**config.mk**
```make
export PLATFORM = sky130hd
export DESIGN_NAME = coil_pulse_holdoff_timer_unit
export DESIGN_NICKNAME = d
export VERILOG_FILES = /design/src/rtl/chpt_pkg.sv /design/src/rtl/coil_pulse_holdoff_timer_unit.sv /design/src/rtl/chpt_cfg_regs.sv /design/src/rtl/chpt_step.sv
export SDC_FILE = /design/constraint.sdc
export NUM_CORES = 1
export LEC_CHECK = 0
export BUFFER_PORTS_ARGS = -buffer_cell sky130_fd_sc_hd__buf_2
export CAP_MARGIN = 20
export CORE_ASPECT_RATIO = 1.2
export CORE_MARGIN = 4
export CORE_UTILIZATION = 65
export CTS_BUF_LIST = sky130_fd_sc_hd__clkbuf_8
export CTS_CLUSTER_DIAMETER = 40
export DETAILED_ROUTE_END_ITERATION = 16
export PLACE_DENSITY = 0.84
export REMOVE_ABC_BUFFERS = 1
export SKIP_LAST_GASP = 1
export SYNTH_ARGS = -nofsm -noshare
export SYNTH_HDL_FRONTEND = slang
export SYNTH_HIERARCHICAL = 1
export SYNTH_SLANG_ARGS = --single-unit
```
**constraint.sdc**
```tcl
create_clock -name clk -period 11.7 [get_ports clk]
set_clock_uncertainty 0.15 [all_clocks]
set_input_delay 0 -clock clk [delete_from_list [all_inputs] [get_ports clk]]
set_output_delay 0 -clock clk [all_outputs]
set_load 0.01 [all_outputs]
```
**src/rtl/chpt_pkg.sv**
```systemverilog
// ----------------------------------------------------------------------------
// chpt_pkg
// shared types and constants for the coil pulse holdoff timer
// ----------------------------------------------------------------------------
package chpt_pkg;

    localparam int CFG_DATA_W  = 16;
    localparam int CFG_INDEX_W = 3;
    localparam int TIME_W      = 32;
    localparam int MS_W        = 16;
    localparam int READY_W     = 17;

    localparam logic [MS_W-1:0] PULSE_LENGTH_RST = 16'd50;
    localparam logic [MS_W-1:0] MAX_ON_RST       = 16'd100;
    localparam logic [MS_W-1:0] COOLDOWN_RST     = 16'd500;

    typedef enum logic [CFG_INDEX_W-1:0] {
        REG_PULSE_LENGTH  = 3'd0,
        REG_MAX_ON        = 3'd1,
        REG_COOLDOWN      = 3'd2,
        REG_BUTTON_PRES   = 3'd3,
        REG_BUTTON_ACTIVE = 3'd4,
        REG_FIRE_POL      = 3'd5
    } reg_index_t;

    typedef enum logic [1:0] {
        CMD_UPDATE = 2'd0,
        CMD_FIRE   = 2'd1,
        CMD_RESET  = 2'd2
    } command_t;

    typedef enum logic [1:0] {
        PH_IDLE     = 2'd0,
        PH_FIRING   = 2'd1,
        PH_COOLDOWN = 2'd2
    } phase_t;

    typedef struct packed {
        logic [MS_W-1:0] pulse_length_ms;
        logic [MS_W-1:0] max_on_ms;
        logic [MS_W-1:0] cooldown_ms;
        logic            button_present;
        logic            button_active_level;
        logic            fire_polarity;
    } cfg_t;

    typedef struct packed {
        logic               gate_level;
        phase_t             phase;
        logic               fire_accepted;
        logic [READY_W-1:0] ready_in_ms;
    } result_t;

endpackage

```
**src/rtl/coil_pulse_holdoff_timer_unit.sv**
```systemverilog
// ----------------------------------------------------------------------------
// coil_pulse_holdoff_timer_unit
// one-shot coil pulse driver with on-time cap and cooldown holdoff
//
//   channel | handshake            | payload
//   --------+----------------------+------------------------------------------
//   in      | in_valid / in_ready  | command, advance_ms, button_level
//   out     | out_valid / out_ready| gate_level, phase, fire_accepted,
//           |                      | ready_in_ms
//   cfg     | cfg_write            | cfg_index, cfg_data
//
// one request per cycle sustained while the output is not stalled
// a request sits in the input register and is processed against the timer
// state combinationally, loading the result register
// reset clears the timer state, the handshake flags and loads default config
// a stalled result holds the input register; in_ready drops only when both are full
// ----------------------------------------------------------------------------
module coil_pulse_holdoff_timer_unit
    import chpt_pkg::*;
(
    input  logic                   clk,
    input  logic                   rst_n,
    input  logic                   in_valid,
    output logic                   in_ready,
    input  logic [1:0]             command,
    input  logic [MS_W-1:0]        advance_ms,
    input  logic                   button_level,
    output logic                   out_valid,
    input  logic                   out_ready,
    output logic                   gate_level,
    output logic [1:0]             phase,
    output logic                   fire_accepted,
    output logic [READY_W-1:0]     ready_in_ms,
    input  logic                   cfg_write,
    input  logic [CFG_INDEX_W-1:0] cfg_index,
    input  logic [CFG_DATA_W-1:0]  cfg_data
);

    cfg_t            cfg;
    result_t         step_result;
    logic            req_valid_reg, req_valid_next;
    command_t        req_cmd_reg;
    logic [MS_W-1:0] req_adv_reg;
    logic            req_btn_reg;
    logic            res_valid_reg, res_valid_next;
    result_t         res_reg;
    logic            step_en;

    assign step_en  = req_valid_reg && (!res_valid_reg || out_ready);
    assign in_ready = !req_valid_reg || step_en;

    assign req_valid_next = (in_valid && in_ready) || (req_valid_reg && !step_en);
    assign res_valid_next = step_en || (res_valid_reg && !out_ready);

    chpt_cfg_regs u_cfg_regs (
        .clk       (clk),
        .rst_n     (rst_n),
        .cfg_write (cfg_write),
        .cfg_index (cfg_index),
        .cfg_data  (cfg_data),
        .cfg       (cfg)
    );

    chpt_step u_step (
        .clk          (clk),
        .rst_n        (rst_n),
        .step_en      (step_en),
        .command      (req_cmd_reg),
        .advance_ms   (req_adv_reg),
        .button_level (req_btn_reg),
        .cfg          (cfg),
        .result       (step_result)
    );

    always_ff @(posedge clk or negedge rst_n)
    begin
        if (!rst_n)
        begin
            req_valid_reg <= 1'b0;
            res_valid_reg <= 1'b0;
        end
        else
        begin
            req_valid_reg <= req_valid_next;
            res_valid_reg <= res_valid_next;
        end
    end

    always_ff @(posedge clk)
    begin
        if (in_valid && in_ready)
        begin
            req_cmd_reg <= command_t'(command);
            req_adv_reg <= advance_ms;
            req_btn_reg <= button_level;
        end
        if (step_en)
            res_reg <= step_result;
    end

    assign out_valid     = res_valid_reg;
    assign gate_level    = res_reg.gate_level;
    assign phase         = res_reg.phase;
    assign fire_accepted = res_reg.fire_accepted;
    assign ready_in_ms   = res_reg.ready_in_ms;

    a_fire_means_firing: assert property (@(posedge clk) disable iff (!rst_n)
        out_valid && fire_accepted |-> phase == PH_FIRING)
        else $error("accepted fire without firing phase");

    a_idle_ready_zero: assert property (@(posedge clk) disable iff (!rst_n)
        out_valid && phase == PH_IDLE |-> ready_in_ms == '0)
        else $error("idle result with nonzero ready time");

    a_req_held: assert property (@(posedge clk) disable iff (!rst_n)
        req_valid_reg && !step_en |=> req_valid_reg && $stable(req_cmd_reg))
        else $error("pending request lost while stalled");

    a_step_loads_result: assert property (@(posedge clk) disable iff (!rst_n)
        step_en |=> res_valid_reg)
        else $error("processed request produced no result");

endmodule

```
**src/rtl/chpt_cfg_regs.sv**
```systemverilog
// ----------------------------------------------------------------------------
// chpt_cfg_regs
// configuration register file, written by index, no read-back
// ----------------------------------------------------------------------------
module chpt_cfg_regs
    import chpt_pkg::*;
(
    input  logic                   clk,
    input  logic                   rst_n,
    input  logic                   cfg_write,
    input  logic [CFG_INDEX_W-1:0] cfg_index,
    input  logic [CFG_DATA_W-1:0]  cfg_data,
    output cfg_t                   cfg
);

    cfg_t cfg_reg;

    always_ff @(posedge clk or negedge rst_n)
    begin
        if (!rst_n)
        begin
            cfg_reg.pulse_length_ms     <= PULSE_LENGTH_RST;
            cfg_reg.max_on_ms           <= MAX_ON_RST;
            cfg_reg.cooldown_ms         <= COOLDOWN_RST;
            cfg_reg.button_present      <= 1'b1;
            cfg_reg.button_active_level <= 1'b1;
            cfg_reg.fire_polarity       <= 1'b1;
        end
        else if (cfg_write)
        begin
            case (cfg_index)
                REG_PULSE_LENGTH:  cfg_reg.pulse_length_ms     <= cfg_data;
                REG_MAX_ON:        cfg_reg.max_on_ms           <= cfg_data;
                REG_COOLDOWN:      cfg_reg.cooldown_ms         <= cfg_data;
                REG_BUTTON_PRES:   cfg_reg.button_present      <= cfg_data[0];
                REG_BUTTON_ACTIVE: cfg_reg.button_active_level <= cfg_data[0];
                REG_FIRE_POL:      cfg_reg.fire_polarity       <= cfg_data[0];
                default: ;
            endcase
        end
    end

    assign cfg = cfg_reg;

endmodule

```
**src/rtl/chpt_step.sv**
```systemverilog
// ----------------------------------------------------------------------------
// chpt_step
// timer state and the combinational update for one request
// ----------------------------------------------------------------------------
module chpt_step
    import chpt_pkg::*;
(
    input  logic            clk,
    input  logic            rst_n,
    input  logic            step_en,
    input  command_t        command,
    input  logic [MS_W-1:0] advance_ms,
    input  logic            button_level,
    input  cfg_t            cfg,
    output result_t         result
);

    // elapsed times since pulse start and cooldown start, modulo 2^32
    logic [TIME_W-1:0] pulse_elapsed_reg, pulse_elapsed_next;
    logic [TIME_W-1:0] cool_elapsed_reg, cool_elapsed_next;
    phase_t            phase_reg, phase_next;
    logic              btn_now_reg, btn_now_next;
    logic              btn_before_reg, btn_before_next;
    logic              accepted;
    logic [TIME_W-1:0] pe_adv;
    logic [TIME_W-1:0] ce_adv;
    phase_t            phase_timed;
    logic [READY_W-1:0] pulse_rem;

    assign pe_adv = pulse_elapsed_reg + {{(TIME_W-MS_W){1'b0}}, advance_ms};
    assign ce_adv = cool_elapsed_reg + {{(TIME_W-MS_W){1'b0}}, advance_ms};

    always_comb
    begin
        pulse_elapsed_next = pulse_elapsed_reg;
        cool_elapsed_next  = cool_elapsed_reg;
        phase_next         = phase_reg;
        btn_now_next       = btn_now_reg;
        btn_before_next    = btn_before_reg;
        phase_timed        = phase_reg;
        accepted           = 1'b0;
        case (command)
            CMD_UPDATE:
            begin
                pulse_elapsed_next = pe_adv;
                cool_elapsed_next  = ce_adv;
                case (phase_reg)
                    PH_FIRING:
                    begin
                        if (pe_adv >= {{(TIME_W-MS_W){1'b0}}, cfg.max_on_ms})
                        begin
                            // cap end, zero cooldown falls straight through to idle
                            cool_elapsed_next = '0;
                            phase_timed = (cfg.cooldown_ms == '0) ? PH_IDLE : PH_COOLDOWN;
                        end
                        else if (pe_adv >= {{(TIME_W-MS_W){1'b0}}, cfg.pulse_length_ms})
                        begin
                            cool_elapsed_next = '0;
                            phase_timed = PH_COOLDOWN;
                        end
                    end
                    PH_COOLDOWN:
                    begin
                        if (ce_adv >= {{(TIME_W-MS_W){1'b0}}, cfg.cooldown_ms})
                            phase_timed = PH_IDLE;
                    end
                    default: ;
                endcase
                if (cfg.button_present)
                begin
                    btn_before_next = btn_now_reg;
                    btn_now_next    = (button_level == cfg.button_active_level);
                end
                else
                begin
                    btn_before_next = 1'b0;
                    btn_now_next    = 1'b0;
                end
                phase_next = phase_timed;
                if (btn_now_next && !btn_before_next && phase_timed == PH_IDLE)
                begin
                    accepted           = 1'b1;
                    phase_next         = PH_FIRING;
                    pulse_elapsed_next = '0;
                end
            end
            CMD_FIRE:
            begin
                if (phase_reg == PH_IDLE)
                begin
                    accepted           = 1'b1;
                    phase_next         = PH_FIRING;
                    pulse_elapsed_next = '0;
                end
            end
            CMD_RESET:
            begin
                phase_next = PH_IDLE;
            end
            default: ;
        endcase
    end

    // status after the request
    always_comb
    begin
        pulse_rem = '0;
        if (pulse_elapsed_next < {{(TIME_W-MS_W){1'b0}}, cfg.pulse_length_ms})
            pulse_rem = {1'b0, cfg.pulse_length_ms - pulse_elapsed_next[MS_W-1:0]};
        result.phase         = phase_next;
        result.fire_accepted = accepted;
        result.gate_level    = (phase_next == PH_FIRING) ? cfg.fire_polarity
                                                         : ~cfg.fire_polarity;
        case (phase_next)
            PH_FIRING:
                result.ready_in_ms = pulse_rem + {1'b0, cfg.cooldown_ms};
            PH_COOLDOWN:
            begin
                if (cool_elapsed_next < {{(TIME_W-MS_W){1'b0}}, cfg.cooldown_ms})
                    result.ready_in_ms = {1'b0, cfg.cooldown_ms - cool_elapsed_next[MS_W-1:0]};
                else
                    result.ready_in_ms = '0;
            end
            default:
                result.ready_in_ms = '0;
        endcase
    end

    always_ff @(posedge clk or negedge rst_n)
    begin
        if (!rst_n)
        begin
            pulse_elapsed_reg <= '0;
            cool_elapsed_reg  <= '0;
            phase_reg         <= PH_IDLE;
            btn_now_reg       <= 1'b0;
            btn_before_reg    <= 1'b0;
        end
        else if (step_en)
        begin
            pulse_elapsed_reg <= pulse_elapsed_next;
            cool_elapsed_reg  <= cool_elapsed_next;
            phase_reg         <= phase_next;
            btn_now_reg       <= btn_now_next;
            btn_before_reg    <= btn_before_next;
        end
    end

endmodule

```
After elaboration in Yosys (flattened, before gate mapping)
Index checks and enable logic that the tools add are counted.

Memory bits (writable): 0. Word-level logic and storage cells: 96. Latch bits: 0. Output and inout bits: 23. Memories: 0. Bits in read-only memories: 0. Bits in registers: 160.

Div/mod/pow operators: 0. Mux-type cells: 27. Equality and inequality tests: 12. Reduce and logical (&&, ||, !) cells: 27. Bitwise gates (word level): 1. Magnitude comparators: 5. Shift-type cells: 0. $add $sub $neg: 5. Multipliers: 0.

Operators with widths (count): 32-bit 2-to-1 mux (6); 32-bit by 16-bit greater-or-equal comparator with 1-bit output (3); 32-bit by 16-bit adder with 32-bit output (2); 32-bit by 16-bit < comparator with 1-bit output (2); 32-bit one-hot mux with 2 select lines (1); 17-bit one-hot mux with 2 select lines (1); 16-bit 2-to-1 mux (2); 16-bit subtractor (2); 16-bit by 16-bit adder with 17-bit output (1); 16-bit zero test (1); 2-bit 2-to-1 mux (7); 2-bit AND reduction (7); 1-bit 2-to-1 mux (7); 2-bit by 1-bit equality test with 1-bit output (second input constant) (3); 2-bit equality test (second input constant) (3); 3-bit by 2-bit equality test with 1-bit output (second input constant) (2); 3-bit equality test (second input constant) (2); 1-bit logical AND (6); 2-bit zero test (3); 2-bit one-hot mux with 3 select lines (1); 1-bit zero test (5); 1-bit logical OR (4); 2-bit one-hot mux with 2 select lines (1); 3-bit by 1-bit equality test with 1-bit output (second input constant) (1); other kinds (4) (4).

Depth between registers and ports, before layout
Gate-level depths: netlist of run 1.

Depth after elaboration: 14. Mapped depth: 48. Gate-level depth less buffers: 45.

Hierarchy
The synthesis of run 1 kept the hierarchy.

Modules (own cells, without submodules): chpt_step (cells an instance 1378, area each 10704.0 µm², instances 1); chpt_cfg_regs (cells an instance 113, area each 2011.9 µm², instances 1); coil_pulse_holdoff_timer_unit (cells an instance 48, area each 1305.0 µm², instances 1).

Least setup slack after synthesis of run 1
Ideal clock, no wire load.

Path kind: reg2reg. Start point: register req_adv_reg[10]. End point: register res_reg (netlist bit ready_in_ms[14]), data pin. Setup slack: 2.705 ns. Stages on the path, launching flop included: 40. Data arrival time: 8.583 ns. Setup time: 0.262 ns. Period minus slack after synthesis: 8.995 ns. Cells stage by stage: edfxtp_1 > ha_1 > and3_1 > nand3_1 > or3b_1 > a2111oi_1 > mux2_1 > or4b_1 > or4_4 > o41ai_4 > a221oi_2 > buf_6 > a21oi_2 > o21a_1 > ha_1 > nor2b_1 > o21ai_0 > a21oi_1 > (+4 left out) > nand2b_1 > a221oi_1 > o21ai_1 > clkbuf_1 > nor3_1 > ha_1 > inv_1 > fa_1 > nor2b_1 > o21ai_0 > a21oi_1 > o21ai_0 > a21boi_0 > o2111ai_1 > a31oi_1 > a31oi_1 > xor2_1 > o22ai_1.

RTL lines: start: declaration (RTL line coil_pulse_holdoff_timer_unit.sv:43) `logic [MS_W-1:0] req_adv_reg;`; start signal: assignment (RTL line coil_pulse_holdoff_timer_unit.sv:94) `req_adv_reg <= advance_ms;`; end signal: assignment (RTL line coil_pulse_holdoff_timer_unit.sv:98) `res_reg <= step_result;`; end: declaration (RTL line coil_pulse_holdoff_timer_unit.sv:46) `result_t res_reg;`.

==> results of run 1 <==
layer usage:
metal / share of wire / vias to the layer above / routed length [um]
met5: 0 / - / 0
met4: 0.048 / 0 / 2080
met3: 0.072 / 133 / 3130
met2: 0.47 / 630 / 20500
met1: 0.41 / 6303 / 17500
li1: - / 5904 / -
critical path: cells and delay by family, from the launching register on:
| kind | cells | cell delay (ns) |
|---|---|---|
| flops | 1 | 0.45 |
| simple gates | 9 | 2.24 |
| compound gates | 27 | 5.22 |
| fa+ha+maj | 4 | 1.42 |
| buf+inv | 2 | 0.47 |
| xor+xnor | 1 | 0.26 |
worst paths after layout:
kind / start / end / cells past startpoint / slack, ns
worst max-delay path: req_adv_reg[8] / ready_in_ms[16] / 43 / 1.24
max in group asynchronous: rst_n / u_step/cool_elapsed_reg[29] / 3 / 10.08
min in group clk: command[0] / req_cmd_reg[0] / 2 / 0.08
worst min-delay path: rst_n / req_valid_reg / 2 / 0.07
worst min register to register: u_cfg_regs/cfg[29] / u_cfg_regs/cfg[29] / 1 / 0.37
worst max register to register: req_adv_reg[8] / ready_in_ms[16] / 43 / 1.24
cell families (layout without fill, tap and decap cells):
group / count (synthesis) / in the layout / synth area share
compound gates: 469 / 469 / 0.242
simple gates: 448 / 448 / 0.167
buf+inv: 173 / 261 / 0.0520
fa+ha+maj: 168 / 168 / 0.153
flops: 160 / 160 / 0.301
xor+xnor: 63 / 63 / 0.0394
mux: 58 / 58 / 0.0460
Yosys cell counts (17+ instances only):
library cell	instances	area, um2
nor2_1	108	405
inv_1	106	398
nand2_1	98	368
mux2_2	51	574
nand2b_1	20	125
xor2_1	23	201
nor4_1	23	144
dfrtp_1	105	2630
nor3_1	33	165
nand3_1	37	185
a22o_1	45	394
or3_1	18	113
o21ai_0	84	420
ha_1	163	2040
a32o_1	17	170
clkbuf_1	44	165
edfxtp_1	40	1200
xnor2_1	40	350
o21a_1	28	210
a21oi_1	72	360
a22oi_1	23	173
and3_1	21	131
a21o_1	46	345
metrics by stage:
stage | power [uW] | worst slack (ns) | utilization | hold slack (ns) | cells
floorplan | 2940 | 2.37 | - | -0.446 | 1472
global placement | 3610 | 1.70 | 0.685 | 0.0259 | 1822
detailed placement | 3700 | 1.56 | 0.685 | 0.0288 | 1822
CTS | 4150 | 1.54 | 0.725 | 0.0506 | 1897
global route | 4560 | 0.722 | 0.725 | 0.0792 | 1897
finish | 4250 | 1.24 | 0.725 | 0.0724 | 1897
power by group:
| part | internal [uW] | total [uW] | leakage [uW] | switching (uW) |
|---|---|---|---|---|
| clock network | 162 | 428 | 0.000206 | 265 |
| registers | 715 | 856 | 0.00189 | 141 |
| logic | 1220 | 2960 | 0.00473 | 1750 |
| total | 2090 | 4250 | 0.00682 | 2150 |
layout make-up:
cell class	instances	area share
Clock buffer	17	0.0153
Clock inverter	15	0.0110
Inverter	106	0.0260
Multi-Input combinational cell	1206	0.593
Sequential cell	160	0.276
Tap cell	270	0.0221
Timing Repair Buffer	123	0.0569
==> results.toml, run 1 <==
[drt]
ant_nets = 0
wirelength_mm = 43.2
viasPerCell = 6.84
firstDrtPassIters = 6
post_drt_wl_per_cell_um = 22.8
drt_iter0_drc = 1121
vias = 12970
drc = 0

[sta]
setup_viol = 0
fmax_mhz = 95.6
tns_ns = 0
slew_viol_final = 0
min_period_ns = 10.46
hold_viol = 0
maxSlewHeadroom = 0.219
rsz0062_at_grt = "false"
period_share = 0.894
worst-slew-pin-transition_ns = 1.17

[worst_setup_path]
critPathMaxStageDelay_ns = 0.64
worstPathMaxFanout = 17
worst_path_most_repeated_cell = "o21ai_0"
endpoint_kind = "register"
critPathArrivalTime_ns = 10.54
crit_type = "reg2reg"
critical_path.slowest_cell = "nor3b_2"
start_kind = "register"
crit_required_ns = 11.78

[placed_design]
hpwlAfterDp_mm = 32.0
port_buffers = 65
placed_area_um2 = 14500
gp_congestion = 0.991

[clock_network]
root_buffer = "clkbuf_8"
cts_setup_buffers = 0
ctsHoldBuffers = 43
cts-resized-gates = 0
cts_buffer_depth = 2
clock_latency_ns = 0.48
cts.clk_slew.worst_paths_ns = 0.11
tritoncts = "built"
h-tree-depth = 4
cts.sinks = 160
cts_inserted_buffers = 17

[finish]
area_delta_synth_final_pct = 9.13
regArea_um2 = 4220
nFillCells = 1604
num_antenna_cells = 0
finish.instance_area_um2 = 15300
mostFrequentLayoutCells = "ha_1 (163), nor2_1 (108), inv_1 (106), dfrtp_1 (105), nand2_1 (98)"
largest_reg_flops = 51
nNetsFinal = 1825
drive_above_1_share = 0.132
multi_input_area_um2 = 9070
final_common_cell = "ha_1"

[flow_run]
cap_violations = 0

[die]
die-area_um2 = 24000
initial_utilization = 0.664
die_y_um = 169
core_um2 = 21100
die_w_um = 142
num_rows = 58
io_pins = 66

[grt]
grt_pass1_wl_mm = 68.6
grt_busiest_layer = "met2"
use_met1 = 0.473
grt_usage = 0.362
grt_start_max_net_pins = 76
grt_pass1_vias = 12886
grt.overflow.total = 0
met2_usage = 0.598
use_met3 = 0.0463
antenna_found_initial = 0

[power]
peakVddDrop_uv = 165
power_density_nw_per_um2 = 277
p_leak_uw = 0.00682

[logic_synthesis]
synthDistinctLibCells = 95
syn_inst = 1539
ys.warnings.count = 6
syn_area_um2 = 14000
async_flop_share = 0.750
postSynthAreaPerCell_um2 = 9.11
synth_edf_count = 40
yosys_most_used_dff = "dfrtp_1"
seq_area_frac_synth = 0.301
synth_seq_cells = 160

[worst_hold_path]
hold_path.class = "in2async"

[status]
status = "finished clean"
Note: power is estimated with default switching activity, not from simulation.
==> run 2, diff against run 1 <==
CORE_MARGIN = not set   (was 4)
==> run 2 against run 1 <==
  * Worst setup slack got worse by 0.075 ns
  * Register-to-register slack got worse by 0.08 ns
  * Non-clock buffer count increased by 3
  * First-iteration DRC count increased by 6.5%
  * Global-route usage increased by 2.7 points
  * Sequential power about the same
  * Critical path type unchanged
  * Die area decreased by 7.6%
  * Via count decreased by 0.35%
  * Largest cell class unchanged
==> results.toml, run 2 (synthesis results as in run 1) <==
[placed_design]
hpwlAfterDp_mm = 31.0
port_buffers = 65
gp_congestion = 0.967

[sta]
setup_viol = 0
rsz0062_at_grt = "false"
worst-slew-pin-transition_ns = 1.14
fmax_mhz = 94.9
slew_viol_final = 0
tns_ns = 0
period_share = 0.900
hold_viol = 0
maxSlewHeadroom = 0.242
min_period_ns = 10.53

[finish]
largest_reg_flops = 51
mostFrequentLayoutCells = "ha_1 (163), nor2_1 (108), inv_1 (106), dfrtp_1 (105), nand2_1 (98)"
final_common_cell = "ha_1"
nNetsFinal = 1828
utilization = 0.728
area_delta_synth_final_pct = 9.34
drive_above_1_share = 0.133
nFillCells = 1602

[drt]
wirelength_mm = 42.1
vias = 12924
post_drt_wl_per_cell_um = 22.1
viasPerCell = 6.80
drc = 0
firstDrtPassIters = 6
drt_iter0_drc = 1194
ant_nets = 0

[clock_network]
root_buffer = "clkbuf_8"
cts-resized-gates = 0
clock_latency_ns = 0.47
h-tree-depth = 4
cts.clk_slew.worst_paths_ns = 0.09
tritoncts = "built"
cts_buffer_depth = 2
cts_setup_buffers = 0
cts.sinks = 160
cts_inserted_buffers = 17

[power]
p_leak_uw = 0.00683
peakVddDrop_uv = 169
p_switching_uw = 2100
swShare = 0.499
p_seq_frac = 0.203
comb_power_share = 0.695
power_density_nw_per_um2 = 275
intPower_uw = 2110
p_clk_frac = 0.103

[die]
core_um2 = 21000
die-area_um2 = 22200
die_w_um = 136
initial_utilization = 0.666
die_y_um = 163
io_pins = 66
num_rows = 58

[grt]
grt_usage = 0.388
grt_pass1_vias = 12541
grt_pass1_wl_mm = 66.2
grt.overflow.total = 0
grt_start_max_net_pins = 70
antenna_found_initial = 1

[worst_setup_path]
crit_type = "reg2reg"
endpoint_kind = "register"
critical_path.slowest_cell = "nor3b_2"
worstPathMaxFanout = 17
start_kind = "register"
worst-path-buf-inv = 3
crit_required_ns = 11.75
critPathMaxStageDelay_ns = 0.58
critPathArrivalTime_ns = 10.58
worst_path_most_repeated_cell = "o21ai_0"
cp_top_family = "compound AO/OA/AOI/OAI gates"

[status]
status = "finished clean"

[worst_hold_path]
hold_path.class = "in2reg"

[flow_run]
cap_violations = 0
[run 2: changes by cell type in the layout (fill, tap and decap cells not counted), sizes merged]
| cell | previous run | this run |
|---|---|---|
| bufinv | 0 | 1 |
| buf | 80 | 81 |
| diode | 0 | 1 |
| dlygate4sd3 | 43 | 45 |
| clkinv | 7 | 2 |
| clkbuf | 17 | 19 |
| clkinvlp | 0 | 2 |
[run 2: final cells by class]
class / instances / area (um2) / area share
multi-input cells: 1206 / 9070 / 0.592
flip-flops and latches: 160 / 4220 / 0.275
repair buffers: 126 / 898 / 0.0586
inverters: 106 / 398 / 0.0260
well taps: 270 / 338 / 0.0220
clock buffers: 19 / 262 / 0.0171
clock inverters: 13 / 140 / 0.00914
diodes: 1 / 2.50 / 0.000163
[run 2: per-layer routing]
| layer | GRT usage | wire length [um] | up-vias |
|---|---|---|---|
| li1 | - | - | 5921 |
| met1 | 0.486 | 16900 | 6234 |
| met2 | 0.659 | 20300 | 642 |
| met3 | 0.0647 | 3350 | 127 |
| met4 | 0.158 | 1540 | 0 |
| met5 | 0 | 0 | - |
[run 2: stage by stage]
stage / area, um2 / hold WS [ns] / cells / setup slack, ns / total power, uW
detailed placement: 14500 / -0.0525 / 1823 / 1.49 / 3670
CTS: 15300 / 0.0715 / 1900 / 1.41 / 4130
finish: 15300 / 0.0879 / 1901 / 1.17 / 4220
global route: 15300 / 0.0867 / 1901 / 0.421 / 4520
global placement: 14500 / -0.0558 / 1823 / 1.65 / 3580
floorplan: 13700 / -0.446 / 1472 / 2.37 / 2940
[run 2: worst reg2reg max path, delay by kind of cell (launching register included)]
family | cells | cell delay, ns
DFF | 1 | 0.47
and+or+nand+nor | 8 | 1.80
buffers and inverters | 3 | 0.55
adders and majority gates | 5 | 1.65
xor gates and xnor gates | 2 | 0.43
AOI/OAI and AO/OA | 26 | 5.24
[run 2: power by group through the flow]
stage,clock network (uW),registers [uW],logic [uW]
global placement,0,854,2730
CTS,436,848,2840
floorplan,0,820,2120
detailed placement,0,859,2810
global route,459,870,3190
finish,433,855,2930
[run 2: what timing repair did]
action | in CTS | in global routing
endpoints found under the setup margin | 0 | 0
hold buffers | 45 | 0
hold endpoints to repair | 142 | 0
[run 2: worst paths after layout]
| check | start | slack [ns] | to | cells after the start |
|---|---|---|---|---|
| worst min-delay path | command[0] | 0.09 | req_cmd_reg[0] | 2 |
| worst max register to register | req_adv_reg[8] | 1.17 | ready_in_ms[14] | 44 |
| worst max-delay path | req_adv_reg[8] | 1.17 | ready_in_ms[14] | 44 |
| max in group asynchronous | rst_n | 9.24 | u_step/btn_now_reg | 4 |
| min in group asynchronous | rst_n | 0.44 | u_step/cool_elapsed_reg[6] | 3 |
| worst min register to register | u_step/btn_now_reg | 0.36 | u_step/btn_now_reg | 2 |
==> run 3, diff against run 2 <==
SYNTH_HIERARCHICAL = not set   (was 1)
==> run 3 against run 2 <==
  * Wire length down 3.2%
  * First-iteration DRC count is 6.7% lower
  * Clock-buffer cell count is 2 lower
  * Cell count fell by 1.7%
  * Highest routed layer unchanged
  * Global-route usage grew 0.77 points
  * Worst setup slack got worse by 0.31 ns
  * Non-clock buffer count decreased by 1
  * Critical endpoint is now ready_in_ms[15]
==> results.toml, run 3 <==
[status]
status = "finished clean"

[sta]
period_share = 0.927
worst-slew-pin-transition_ns = 1.02
holdWs_ns = 0.00379
slew_viol_final = 0
rsz0062_at_grt = "false"
maxSlewHeadroom = 0.310
min_period_ns = 10.85
hold_viol = 0
fmax_mhz = 92.2
setup_viol = 0
tns_ns = 0

[grt]
grt.overflow.total = 0
use_met1 = 0.474
grt_pass1_wl_mm = 63.7
use_met3 = 0.0608
grt_usage = 0.396
met2_usage = 0.665
grt_start_max_net_pins = 73
grt_pass1_vias = 12056
grt_busiest_layer = "met2"
antenna_found_initial = 0

[logic_synthesis]
yosys_most_used_dff = "dfrtp_1"
synthDistinctLibCells = 94
synth_top_area_share = 0.198
synth_area_leaders = "dfrtp_1 (20%), ha_1 (15%), edfxtp_1 (9.1%)"
ys.warnings.count = 0
yosys.area.top_type = "dfrtp_1"
syn_inst = 1501
postSynthAreaPerCell_um2 = 8.83
synth_common_cells = "ha_1 (163), nand2_1 (148), inv_1 (128), o21ai_0 (128), dfrtp_1 (105)"
syn_area_um2 = 13300
synth_edf_count = 40
synth_seq_cells = 160
yosysMostFrequentCell = "ha_1"
seq_area_frac_synth = 0.319
async_flop_share = 0.750

[drt]
drt_iter0_drc = 1114
vias = 12397
drc = 0
firstDrtPassIters = 5
viasPerCell = 6.64
ant_nets = 0
wirelength_mm = 40.8
post_drt_wl_per_cell_um = 21.8

[die]
die_y_um = 158
io_pins = 66
initial_utilization = 0.671
num_rows = 56
core_um2 = 19800
die-area_um2 = 21000
die_w_um = 132

[power]
power_density_nw_per_um2 = 238
swShare = 0.476
p_leak_uw = 0.00666
intPower_uw = 1840
report.power.total_uw = 3520
peakVddDrop_uv = 118
p_seq_frac = 0.231
p_clk_frac = 0.137
comb_power_share = 0.632
p_switching_uw = 1680

[finish]
regArea_um2 = 4220
area_delta_synth_final_pct = 11.3
nNetsFinal = 1805
num_antenna_cells = 0
final_common_cell = "ha_1"
utilization = 0.747
drive_above_1_share = 0.105
mostFrequentLayoutCells = "ha_1 (163), nand2_1 (148), inv_1 (129), o21ai_0 (127), dfrtp_1 (105)"
largest_reg_flops = 51
multi_input_area_um2 = 8350
nFillCells = 1487

[clock_network]
cts_buffer_depth = 2
clock_latency_ns = 0.48
h-tree-depth = 4
cts.clk_slew.worst_paths_ns = 0.10
cts_inserted_buffers = 17
root_buffer = "clkbuf_8"
cts_setup_buffers = 0
tritoncts = "built"
cts.sinks = 160

[flow_run]
cap_violations = 0

[worst_setup_path]
endpoint_kind = "register"
worst-path-buf-inv = 1
critical_path.slowest_cell = "a2111oi_2"
crit_required_ns = 11.76
critPathMaxStageDelay_ns = 0.45
cp_top_family = "compound AO/OA/AOI/OAI gates"
start_kind = "register"
critPathArrivalTime_ns = 10.91
crit_type = "reg2reg"
worstPathMaxFanout = 16
worst_path_most_repeated_cell = "a21oi_1"

[placed_design]
gp_congestion = 1.02
port_buffers = 65
hpwlAfterDp_mm = 30.7

[worst_hold_path]
hold_path.class = "in2async"
## run 3: stage by stage
stage,area (um2),cells,setup slack [ns]
2_1_floorplan,13000,1450,2.17
3_3_place_gp,13800,1787,1.06
3_5_place_dp,13800,1787,0.574
4_1_cts,14700,1867,0.560
5_1_grt,14800,1868,0.0519
6_report,14800,1868,0.850
## run 3: worst register-to-register path, delay by kind of cell (launching register included)
kind | cells | cell delay [ns]
buf+inv | 1 | 0.07
xor+xnor | 2 | 0.52
compound gates | 33 | 6.58
fa+ha+maj | 5 | 1.54
flops | 1 | 0.38
simple gates | 8 | 1.35
## run 3: power groups by stage
stage / registers (uW) / logic, uW / clock network [uW]
global route: 822 / 2430 / 502
finish: 813 / 2220 / 480
detailed placement: 817 / 2120 / 0
floorplan: 785 / 1560 / 0
global placement: 811 / 2060 / 0
CTS: 807 / 2160 / 481
## run 3: timing repair
item	CTS	global route
gates resized for setup	0	3
endpoints found under the setup margin	0	6
hold buffers	48	0
hold endpoints to repair	120	0
## run 3: area by class of cell
class                   count  share of cell area
flip-flops and latches    160               0.286
clock buffers              17              0.0159
multi-input cells        1159               0.566
repair buffers            125              0.0618
inverters                 131              0.0333
clock inverters            15              0.0147
well taps                 261              0.0221
## run 3: layer usage
layer / wire [um] / up-vias
met5: 0 / -
met4: 2770 / 0
met3: 2790 / 165
met2: 18900 / 604
met1: 16200 / 5973
li1: - / 5655
## run 3: cell families after synthesis
kind of cell,after synthesis,share of synthesized area
mux,18,0.0143
xor+xnor,67,0.0443
simple gates,427,0.158
flops,160,0.319
fa+ha+maj,168,0.161
compound gates,479,0.250
buf+inv,182,0.0542
## run 3: final timing paths
check / startpoint / to / slack [ns] / depth (start not counted)
setup / recovery: u_step.pulse_elapsed_reg[0] / ready_in_ms[15] / 0.85 / 49
hold / removal: rst_n / u_cfg_regs.cfg[2] / 0.004 / 2
setup reg to reg: u_step.pulse_elapsed_reg[0] / ready_in_ms[15] / 0.85 / 49
hold reg to reg: req_valid_reg / out_valid / 0.36 / 1
max in group asynchronous: rst_n / u_cfg_regs.cfg[47] / 10.39 / 3
min in group clk: advance_ms[14] / req_adv_reg[14] / 0.08 / 2
